`config.mk`:
```
export PLATFORM = sky130hd
export DESIGN_NAME = transcript_speech_metrics_unit
export DESIGN_NICKNAME = d
export VERILOG_FILES = /design/src/sv/tsm_pkg.sv /design/src/sv/tsm_front.sv /design/src/sv/tsm_back.sv /design/src/sv/transcript_speech_metrics_unit.sv
export VERILOG_INCLUDE_DIRS = /design/src /design/src/sv
export SDC_FILE = /design/constraint.sdc
export NUM_CORES = 2
export LEC_CHECK = 0
export BUFFER_PORTS_ARGS = -buffer_cell sky130_fd_sc_hd__buf_2
export CAP_MARGIN = 0
export CELL_PAD_IN_SITES_DETAIL_PLACEMENT = 0
export CELL_PAD_IN_SITES_GLOBAL_PLACEMENT = 1
export CORE_MARGIN = 4
export CORE_UTILIZATION = 40
export CTS_CLUSTER_DIAMETER = 60
export CTS_CLUSTER_SIZE = 16
export DETAILED_ROUTE_END_ITERATION = 10
export PLACE_DENSITY_LB_ADDON = 0.12
export SYNTH_ARGS = -nofsm -noshare
export SYNTH_HDL_FRONTEND = slang
export SYNTH_SLANG_ARGS = --single-unit
```
`constraint.sdc`:
```
create_clock -name clk -period 21.1 [get_ports clk]
set_clock_uncertainty 0.1 [all_clocks]
set_input_delay 4.22 -clock clk [delete_from_list [all_inputs] [get_ports clk]]
set_output_delay 4.22 -clock clk [all_outputs]
set_load 0.05 [all_outputs]
```
`src/sv/transcript_speech_metrics_unit_assert.svh`:
```
// Assertion macros for the block's top-level file.
`ifndef TRANSCRIPT_SPEECH_METRICS_UNIT_ASSERT_SVH
`define TRANSCRIPT_SPEECH_METRICS_UNIT_ASSERT_SVH
// Implication checked at every clock edge outside reset.
`define TSM_ASSERT_IMP(lbl, a, c) \
  lbl: assert property (@(posedge clk) disable iff (!rst_n) (a) |-> (c)) else $error("lbl");
// Next-cycle implication.
`define TSM_ASSERT_NXT(lbl, a, c) \
  lbl: assert property (@(posedge clk) disable iff (!rst_n) (a) |=> (c)) else $error("lbl");
`endif

```
`src/sv/tsm_pkg.sv`:
```
package tsm_pkg;
  localparam int WindowLenDef = 11;
  localparam int CountBitsDef = 32;
  localparam logic [23:0] WpmScale = 24'd15360000;
  localparam int FillerNum = 8;

  // Events of one byte, lowest bit first: word, sentence, filler, last,
  // pending dot at the end, filler ending at the newest byte.
  typedef struct packed {
    logic fill_fin;
    logic dot_fin;
    logic last;
    logic fill_inc;
    logic sent_inc;
    logic word_inc;
  } tsm_evt_t;

  function automatic logic is_digit(input logic [7:0] c);
    return (c >= 8'h30) && (c <= 8'h39);
  endfunction

  function automatic logic is_word(input logic [7:0] c);
    return is_digit(c) || (c >= 8'h61 && c <= 8'h7a) || (c >= 8'h41 && c <= 8'h5a) ||
           (c == 8'h27);
  endfunction

  function automatic logic [7:0] filler_len(input int f);
    unique case (f)
      0, 1: return 8'd2;
      2: return 8'd4;
      3: return 8'd9;
      4, 5: return 8'd8;
      default: return 8'd7;
    endcase
  endfunction

  // Filler byte j (0 = first char) of filler f.
  function automatic logic [7:0] filler_chr(input int f, input int j);
    logic [8*9-1:0] s;
    unique case (f)
      0: s = {"um", 56'd0};
      1: s = {"uh", 56'd0};
      2: s = {"like", 40'd0};
      3: s = "basically";
      4: s = {"actually", 8'd0};
      5: s = {"you know", 8'd0};
      6: s = {"kind of", 16'd0};
      default: s = {"sort of", 16'd0};
    endcase
    return s[8*(8-j) +: 8];
  endfunction
endpackage

```
`src/sv/tsm_front.sv`:
```
module tsm_front import tsm_pkg::*; #(
  parameter int WINDOW_LEN = WindowLenDef
) (
  input  logic       clk,
  input  logic       rst_n,
  input  logic       in_fire,
  input  logic [7:0] text_byte,
  input  logic       byte_valid,
  input  logic       last_byte,
  output tsm_evt_t   evt
);
  logic [7:0] win_r [WINDOW_LEN];
  logic [7:0] win_nxt [WINDOW_LEN];
  logic [WINDOW_LEN-1:0] pres_r, pres_nxt;
  logic in_word_r, dot_pend_r, dot_dig_r;
  logic [7:0] lc;
  logic dot_sent;

  function automatic logic scan(input logic [7:0] w [WINDOW_LEN],
                                input logic [WINDOW_LEN-1:0] p, input int e);
    logic any;
    logic ok;
    int len;
    int left;
    any = 1'b0;
    for (int f = 0; f < FillerNum; f++) begin
      len = int'(filler_len(f));
      left = e + len;
      if (left < WINDOW_LEN) begin
        ok = 1'b1;
        for (int j = 0; j < 9; j++)
          if (j < len)
            if (!p[e+len-1-j] || w[e+len-1-j] != filler_chr(f, j)) ok = 1'b0;
        if (e > 0 && p[e-1] && is_word(w[e-1])) ok = 1'b0;
        if (p[left] && is_word(w[left])) ok = 1'b0;
        any = any | ok;
      end
    end
    return any;
  endfunction

  assign lc = (text_byte >= 8'h41 && text_byte <= 8'h5a) ? text_byte + 8'd32 : text_byte;

  always_comb begin
    win_nxt = win_r;
    pres_nxt = pres_r;
    if (byte_valid) begin
      for (int i = WINDOW_LEN - 1; i > 0; i--) begin
        win_nxt[i] = win_r[i-1];
        pres_nxt[i] = pres_r[i-1];
      end
      win_nxt[0] = lc;
      pres_nxt[0] = 1'b1;
    end
  end

  assign dot_sent = byte_valid && dot_pend_r &&
                    !(text_byte == 8'h2e || (dot_dig_r && is_digit(text_byte)));

  // Fillers are mutually exclusive at one end position, so one per step.
  // On the final transaction a dot still waiting and a filler ending at the
  // newest byte are counted as well.
  always_comb begin
    evt.word_inc = byte_valid && is_word(text_byte) && !in_word_r;
    evt.sent_inc = dot_sent || (byte_valid && (text_byte == 8'h21 || text_byte == 8'h3f));
    evt.fill_inc = byte_valid && scan(win_nxt, pres_nxt, 1);
    evt.last = last_byte;
    evt.dot_fin = last_byte && (byte_valid ? (text_byte == 8'h2e) : dot_pend_r);
    evt.fill_fin = last_byte && scan(win_nxt, pres_nxt, 0);
  end

  always_ff @(posedge clk) begin
    if (!rst_n || (in_fire && last_byte)) begin
      pres_r <= '0;
      in_word_r <= 1'b0;
      dot_pend_r <= 1'b0;
      dot_dig_r <= 1'b0;
    end else if (in_fire && byte_valid) begin
      win_r <= win_nxt;
      pres_r <= pres_nxt;
      in_word_r <= is_word(text_byte);
      dot_pend_r <= (text_byte == 8'h2e);
      if (text_byte == 8'h2e) dot_dig_r <= pres_r[0] && is_digit(win_r[0]);
    end
  end
endmodule

```
`src/sv/tsm_back.sv`:
```
module tsm_back import tsm_pkg::*; #(
  parameter int COUNT_BITS = CountBitsDef
) (
  input  logic           clk,
  input  logic           rst_n,
  input  logic           q_valid,
  output logic           q_ready,
  input  logic [5:0]     q_flags,
  input  logic [31:0]    q_ms,
  output logic           res_valid,
  input  logic           res_ready,
  output logic [159:0]   res_data
);
  // Wide enough for words * 60000 * 256 at any counter width.
  localparam int DivBits = COUNT_BITS + 32;
  localparam logic [6:0] CntLast = 7'(DivBits - 1);
  typedef enum logic [3:0] {
    S_RUN = 4'b0001, S_DIV1 = 4'b0010, S_DIV2 = 4'b0100, S_OUT = 4'b1000
  } st_t;
  localparam logic [COUNT_BITS-1:0] CMax = '1;
  st_t st_r;
  logic [COUNT_BITS-1:0] w_r, s_r, f_r;
  logic [31:0] ms_r;
  logic [6:0] cnt_r;
  logic [DivBits-1:0] num_r, rem_r, quo_r;
  logic [DivBits:0] den_r;
  logic [31:0] wpm_r, avg_r;
  logic [DivBits:0] trial;
  logic [COUNT_BITS-1:0] w1, s1, s2, f1, f2;

  function automatic logic [COUNT_BITS-1:0] sinc(input logic [COUNT_BITS-1:0] v,
                                                 input logic e);
    return (e && v != CMax) ? v + COUNT_BITS'(1) : v;
  endfunction
  function automatic logic [31:0] clip(input logic [DivBits-1:0] v);
    return (|v[DivBits-1:32]) ? 32'hFFFF_FFFF : v[31:0];
  endfunction

  // flags: word, sent, fill, last, dot_fin, fill_fin
  assign w1 = sinc(w_r, q_flags[0]);
  assign s1 = sinc(s_r, q_flags[1]);
  assign s2 = sinc(s1, q_flags[3] & q_flags[4]);
  assign f1 = sinc(f_r, q_flags[2]);
  assign f2 = sinc(f1, q_flags[3] & q_flags[5]);
  assign q_ready = (st_r == S_RUN);
  assign trial = {rem_r, num_r[DivBits-1]} - den_r;

  always_ff @(posedge clk) begin
    if (!rst_n) begin
      st_r <= S_RUN;
      w_r <= '0; s_r <= '0; f_r <= '0;
    end else begin
      unique case (st_r)
        S_RUN: if (q_valid) begin
          w_r <= w1; s_r <= s2; f_r <= f2;
          if (q_flags[3]) begin
            ms_r <= q_ms;
            // words*256 / max(sentences,1)
            num_r <= DivBits'({w1, 8'd0});
            den_r <= (s2 == '0) ? (DivBits+1)'(1) : (DivBits+1)'(s2);
            rem_r <= '0; quo_r <= '0; cnt_r <= '0;
            st_r <= S_DIV1;
          end
        end
        S_DIV1, S_DIV2: begin
          if (cnt_r != CntLast) begin
            if (!trial[DivBits]) begin
              rem_r <= trial[DivBits-1:0];
              quo_r <= {quo_r[DivBits-2:0], 1'b1};
            end else begin
              rem_r <= {rem_r[DivBits-2:0], num_r[DivBits-1]};
              quo_r <= {quo_r[DivBits-2:0], 1'b0};
            end
            num_r <= num_r << 1;
            cnt_r <= cnt_r + 7'd1;
          end else if (st_r == S_DIV1) begin
            avg_r <= clip(trial[DivBits] ? {quo_r[DivBits-2:0], 1'b0}
                                         : {quo_r[DivBits-2:0], 1'b1});
            num_r <= DivBits'(w_r) * DivBits'(WpmScale);
            den_r <= (DivBits+1)'(ms_r);
            rem_r <= '0; quo_r <= '0; cnt_r <= '0;
            if (ms_r == '0) begin
              wpm_r <= '0;
              st_r <= S_OUT;
            end else begin
              st_r <= S_DIV2;
            end
          end else begin
            wpm_r <= clip(trial[DivBits] ? {quo_r[DivBits-2:0], 1'b0}
                                         : {quo_r[DivBits-2:0], 1'b1});
            cnt_r <= '0;
            st_r <= S_OUT;
          end
        end
        S_OUT: if (res_ready) begin
          st_r <= S_RUN;
          w_r <= '0; s_r <= '0; f_r <= '0;
        end
        default: st_r <= S_RUN;
      endcase
    end
  end

  assign res_valid = (st_r == S_OUT);
  assign res_data = {avg_r, wpm_r, clip(DivBits'(f_r)), clip(DivBits'(s_r)),
                     clip(DivBits'(w_r))};
endmodule

```
`src/sv/transcript_speech_metrics_unit.sv`:
```
// Transcript speech metrics.
// Input channel in_*: one transcript byte per transaction. in_tdata holds
// text_byte, in_tuser holds byte_valid, in_tlast marks the last byte and
// in_tdata[39:8] carries duration_ms with it.
// Output channel out_*: one result transaction per transcript, carrying the
// word, sentence and filler counts, words per minute and average sentence
// length (both Q.8), each 32 bits, first field in the lowest bits.
// Throughput: one byte per cycle while scanning; the front end classifies
// each byte in the cycle it is taken and a two-entry queue feeds the counters.
// After the last byte one restoring divider runs twice, COUNT_BITS+32 steps
// each (64 by default), before out_tvalid rises; with a zero duration the
// second run is skipped, so out_tvalid rises after the first run alone.
// Meanwhile the queue takes up to two bytes of the next transcript, then
// in_tready stays low until the result transaction is taken.
// A stalled out_tready holds the result and, once the queue fills, in_tready.
// Reset (rst_n low, synchronous) clears counters, window and queue.
`include "transcript_speech_metrics_unit_assert.svh"
module transcript_speech_metrics_unit import tsm_pkg::*; #(
  parameter int WINDOW_LEN = WindowLenDef,
  parameter int COUNT_BITS = CountBitsDef
) (
  input  logic         clk,
  input  logic         rst_n,
  input  logic         in_tvalid,
  output logic         in_tready,
  input  logic [39:0]  in_tdata,   // text_byte[7:0], duration_ms[39:8]
  input  logic         in_tuser,   // byte_valid
  input  logic         in_tlast,   // last_byte
  output logic         out_tvalid,
  input  logic         out_tready,
  output logic [159:0] out_tdata  // word, sentence, filler, wpm_q8, avg_q8
);
  logic in_fire, q_ready, q_valid;
  tsm_evt_t evt;
  logic [5:0] flags;
  logic [37:0] q_r [2];
  logic [1:0] q_cnt_r;

  assign in_tready = (q_cnt_r != 2'd2);
  assign in_fire = in_tvalid && in_tready;

  tsm_front #(.WINDOW_LEN(WINDOW_LEN)) u_front (
    .clk, .rst_n, .in_fire, .text_byte(in_tdata[7:0]),
    .byte_valid(in_tuser), .last_byte(in_tlast), .evt);

  assign flags = evt;

  // Two-entry queue between front and back.
  always_ff @(posedge clk) begin
    if (!rst_n) begin
      q_cnt_r <= '0;
    end else begin
      if (in_fire && !(q_valid && q_ready)) begin
        q_r[q_cnt_r[0]] <= {in_tdata[39:8], flags};
        q_cnt_r <= q_cnt_r + 2'd1;
      end else if (!in_fire && q_valid && q_ready) begin
        q_r[0] <= q_r[1];
        q_cnt_r <= q_cnt_r - 2'd1;
      end else if (in_fire) begin
        if (q_cnt_r == 2'd1) q_r[0] <= {in_tdata[39:8], flags};
        else begin
          q_r[0] <= q_r[1];
          q_r[1] <= {in_tdata[39:8], flags};
        end
      end
    end
  end
  assign q_valid = (q_cnt_r != 2'd0);

  tsm_back #(.COUNT_BITS(COUNT_BITS)) u_back (
    .clk, .rst_n, .q_valid, .q_ready, .q_flags(q_r[0][5:0]), .q_ms(q_r[0][37:6]),
    .res_valid(out_tvalid), .res_ready(out_tready), .res_data(out_tdata));

  `TSM_ASSERT_IMP(a_qbound, 1'b1, q_cnt_r <= 2'd2)
  `TSM_ASSERT_NXT(a_hold, out_tvalid && !out_tready, out_tvalid && $stable(out_tdata))
endmodule
```
# Word-level counts from Yosys, hierarchy flattened
# Memory sizes are Yosys's and may differ from the RTL's.
# Cells that the tools add are included.
[op_classes] mul=1 n_mux=192 n_lt_le_gt_ge=62 n_addsub=10 n_bitwise=20 n_reduce_logical=196 eq_ne=98
[ops] op="2-to-1 mux 64 bit" n=9
[ops] op="inequality test 8 x 7 -> 1 bit (second input constant)" n=62
[ops] op="2-to-1 mux 32 bit" n=13
[ops] op="2-to-1 mux 65 bit" n=4
[ops] op="one-hot mux 64 bit (2 select lines)" n=2
[ops] op="one-hot mux 32 bit (2 select lines)" n=3
[ops] op="adder 32 x 1 -> 32 bit (second input constant)" n=5
[ops] op=">= comparator 8 x 7 -> 1 bit (second input constant)" n=20
[ops] op="<= comparator 8 x 7 -> 1 bit (second input constant)" n=20
[ops] op="inequality test 32 bit (second input constant)" n=5
[ops] op="2-to-1 mux 1 bit" n=139
[ops] op="one-hot mux 65 bit (2 select lines)" n=1
[ops] op="one-hot mux 63 bit (2 select lines)" n=1
[ops] op="2-to-1 mux 38 bit" n=3
[ops] op="== test 8 x 6 -> 1 bit (second input constant)" n=13
[ops] op="logical OR 1 bit" n=100
[ops] op=">= comparator 8 x 6 -> 1 bit (second input constant)" n=11
[ops] op="<= comparator 8 x 6 -> 1 bit (second input constant)" n=11
[ops] op="2-to-1 mux 88 bit" n=1
[ops] op="subtractor 65 bit" n=1
[ops] op="logical NOT 32 bit" n=2
[ops] op="2-to-1 mux 63 bit" n=1
[ops] op="logical AND 1 bit" n=62
[ops] op="multiplier 32 x 11 -> 43 bit (second input constant)" n=1
[ops] op="34 further kinds" n=89
[totals] register_bits=563 mem_bits_rw=76 memories=1
[memory_table] memory="q_r" words=2 width=38 rd=2 rd_ports_with_merged_regs=0 write_ports=2 line_no="transcript_speech_metrics_unit.sv:36" source="logic [37:0] q_r [2];"

# Longest topological paths before layout
[logic_depth] depth_word=26 ltp_mapped=21

# By module
# A second synthesis with hierarchy kept.
[hier_totals] hier_cells=3951 area_unflattened_um2=39088.7
[modules_own_cells] module="tsm_back" n_inst=1 cells_per_inst=3101 area_each_um2=29264.3 seq_area_each_um2=11551.1
[modules_own_cells] module="tsm_front" n_inst=1 cells_per_inst=702 area_each_um2=6782.8 seq_area_each_um2=2922.8
[modules_own_cells] module="transcript_speech_metrics_unit" n_inst=1 cells_per_inst=148 area_each_um2=3041.7 seq_area_each_um2=2322.2

# Least setup slack after synthesis
# No wires, ideal clock.
[synth_timing] kind="input to register" startpoint="in rst_n" endpoint="reg u_back.num_r[10] (enable)" setup_time_ns=0.787 setup_slack_ns=6.526 path_stages=4 arrival_time_ns=13.686 t_required_ns=20.213 path_cell_list="clkbuf_1 clkbuf_1 o21ai_0 a21oi_1"
[synth_via] elab_chain_len=1
[synth_lines] item="from (decl)" line_no="transcript_speech_metrics_unit.sv:23" source="input logic rst_n,"
[synth_lines] item="AND reduction 5 bit (no source line)"
[synth_lines] item="to (signal assigned)" line_no="tsm_back.sv:59" source="num_r <= DivBits'({w1, 8'd0});"
[synth_lines] item="to (signal assigned)" line_no="tsm_back.sv:74" source="num_r <= num_r << 1;"
[synth_lines] item="to (signal assigned)" line_no="tsm_back.sv:79" source="num_r <= DivBits'(w_r) * DivBits'(WpmScale);"
[synth_lines] item="to (decl)" line_no="tsm_back.sv:25" source="logic [DivBits-1:0] num_r, rem_r, quo_r;"
# No other way between the ends.
# A chain may end at the register's enable or synchronous reset.

==> impl_metrics.env <==
export IMPL_holdCritStartpoint="q_r[0][23]"
export IMPL_drt_wl_total_um=107000
export IMPL_synth_avg_cell_area_um2=10.1
export IMPL_fin_crit_ns=7.70
export IMPL_post_route_period_util=0.365
export IMPL_fmax_mhz=130
export IMPL_grt_max_degree=184
export IMPL_rsz0062_at_grt="no"
export IMPL_htree_levels=3
export IMPL_leakagePower_nw=17.0
export IMPL_synth_commonest_cells="edfxtp_1 (482), nand2_1 (478), nor2_1 (279)"
export IMPL_setup_viol=0
export IMPL_slew_violations=0
export IMPL_ff_latch_area_um2=16800
export IMPL_rows=112
export IMPL_syn_inst=3753
export IMPL_grt_use_total=0.215
export IMPL_async_flop_share=0
export IMPL_drc_errors=0
export IMPL_die_area_um2=99400
export IMPL_cts_inserted_buffers=71
export IMPL_synth_top_area_cell="edfxtp_1"
export IMPL_cts_tree="done"
export IMPL_ys_warn_count=0
export IMPL_ys_top_cells_by_area="edfxtp_1 (38%), fa_1 (7.5%), dfxtp_1 (6.1%), ha_1 (5.0%), nand2_1 (4.7%)"
export IMPL_tightest_slew_ns=1.13
export IMPL_yosysMostFrequentCell="edfxtp_1"
export IMPL_finalHoldViolCount=0
export IMPL_route_vias_total=28400
export IMPL_synth_nets=4092
export IMPL_drt_pass1_iter_count=5
export IMPL_grt_pass1_vias=28400
export IMPL_finalSetupTns_ns=0
export IMPL_cts_hold_buf=0
export IMPL_hold_class="reg2reg"
export IMPL_gp_congestion=0.898
export IMPL_reg2reg_depth=19
export IMPL_via_per_inst=5.47
export IMPL_reg2reg_from="u_back.w_r[3]"
export IMPL_die_x_um=315
export IMPL_grt_pass1_wl_um=169000
export IMPL_cts_setup_buffers=0
export IMPL_startpoint="in_tuser"
export IMPL_critPathMaxFanout=60
export IMPL_clock_latency_ns=0.65
export IMPL_drive_gt1_frac=0.121
export IMPL_area_growth_pct=12.4
export IMPL_multi_input_area_um2=19700
export IMPL_status="finished, final reports clean"
export IMPL_arrival_ns=8.11
export IMPL_synth_distinct_cells=98
export IMPL_root_buffer="clkbuf_16"
export IMPL_drtAntennaViolNets=0
export IMPL_final_nets=4220
export IMPL_die_y_um=315
export IMPL_initial_core_util=0.404
export IMPL_max_vdd_ir_drop_mv=0.0665
export IMPL_clock_path_buffers=3
export IMPL_synthFlopType="edfxtp_1"
export IMPL_fillerInstances=8988
export IMPL_hold_depth=0
export IMPL_hold_ws_ns=0.320
export IMPL_fin_util=0.454
export IMPL_dp_hpwl_um=77800
export IMPL_core_area_um2=93500
export IMPL_clk_pin_slew_ns=0.07
export IMPL_critPathRequiredTime_ns=21.52
export IMPL_synth_edf_count=482
export IMPL_ys_ff_latch=598
export IMPL_io_buffer_count=207
export IMPL_cap_viol_max_count=0
export IMPL_cts_resized=0
export IMPL_critPathLaunchType="input port"
export IMPL_slew_headroom=0.249
export IMPL_drtIter0Drc=1953
export IMPL_syn_cell_area_um2=37800
export IMPL_wl_per_cell_um=20.7
export IMPL_crit_type="in2reg"
export IMPL_power_density_nw_per_um2=84.3
export IMPL_clock_sinks=598
export IMPL_ios=208
export IMPL_ys_seq_area_frac=0.445
export IMPL_end_kind="register"
export IMPL_grt_ovfl_total=0
export IMPL_antenna_found_initial=1
export IMPL_yosysTopAreaCellShare=0.383
==> registers in the layout, summed over array words and instances (netlist names), 56 cells and up <==
name           cells
u_front.win_r     88
u_back.num_r      56
u_back.rem_r      64
q_r               76
u_back.quo_r      63
==> cells in the final DEF (no fill, tap or decap), types with 20 or more instances in the layout <==
cell,netlist,routed
nand2_1,478,477
xnor2_1,124,124
a211oi_1,39,38
a21o_1,40,40
and2_1,45,44
mux2_2,55,55
a31oi_1,44,44
edfxtp_1,482,482
nand4_1,59,59
ha_1,151,151
and3_1,115,115
a21oi_1,200,197
dfxtp_1,116,116
xor2_1,75,75
clkbuf_16,0,72
inv_1,189,189
nor2b_1,60,59
nand2b_1,31,30
or3_1,42,42
o21a_1,23,23
fa_1,142,142
a22oi_1,35,35
buf_2,21,206
o31ai_1,20,20
mux2i_1,45,45
nor3_1,75,74
o21ai_0,170,170
buf_4,1,30
or4_1,26,26
nand3_1,93,93
nor2_1,279,275
nor4_1,67,67
==> worst paths after layout <==
check	slack, ns	end
setup / recovery	13.40	q_r[0][5]
hold / removal	0.32	u_back.ms_r[17]
setup reg to reg	13.88	u_back.num_r[55]
hold reg to reg	0.32	u_back.ms_r[17]
==> final cells by class <==
cell class              count  share of cell area
well taps                1254              0.0369
repair buffers            237              0.0300
inverters                 189              0.0167
diodes                      1           0.0000589
multi-input cells        2784               0.463
flip-flops and latches    598               0.395
clock buffers              79              0.0433
clock inverters            51              0.0146
==> routing by layer <==
layer / routed length, µm / GRT usage / part of all wire
met1: 49300 / 0.294 / 0.46
met2: 49700 / 0.349 / 0.46
met4: 2410 / 0.0573 / 0.022
met5: 0 / 0 / 0
met3: 6100 / 0.0424 / 0.057
==> cells by family (layout without fill, tap and decap cells) <==
kind of cell,count (synthesis),after routing,synth area share
simple gates,1477,1477,0.197
compound gates,714,714,0.121
flops,598,598,0.445
buf+inv,371,556,0.0377
fa+ha+maj,294,294,0.125
xor+xnor,199,199,0.0461
mux,100,100,0.0283
other cells,0,1,0
==> per-stage QoR <==
step	cell area, µm²	power [W]	instances	worst slack, ns
after detailed placement	40000	0.00233	5062	12.79
after global placement	40000	0.00233	5062	12.80
after CTS	42500	0.00363	5192	13.45
after global routing	42500	0.00378	5192	13.07
after floorplan	37800	0.00210	3753	6.53
final	42500	0.00358	5193	13.40
==> where the power goes <==
part	switching [W]	internal, W	total, W	leakage (nW)
Combinational	0.000532	0.000228	0.000760	10.3
Clock	0.000578	0.000703	0.00128	1.20
Sequential	0.0000770	0.00146	0.00154	5.50
==> critical path, stage by stage <==
cell and delay [ns]:
buf_4 0.59, buf_4 0.74, mux2i_1 0.37, inv_1 0.10
nor4_1 0.43, a211oi_1 0.14, a21oi_1 0.27, nand4_1 0.12
a2111oi_0 0.42, o21ai_0 0.18, a31oi_1 0.32, nand2_1 0.09
nand2_1 0.07
No activity file was read; power rests on OpenSTA's default activity.
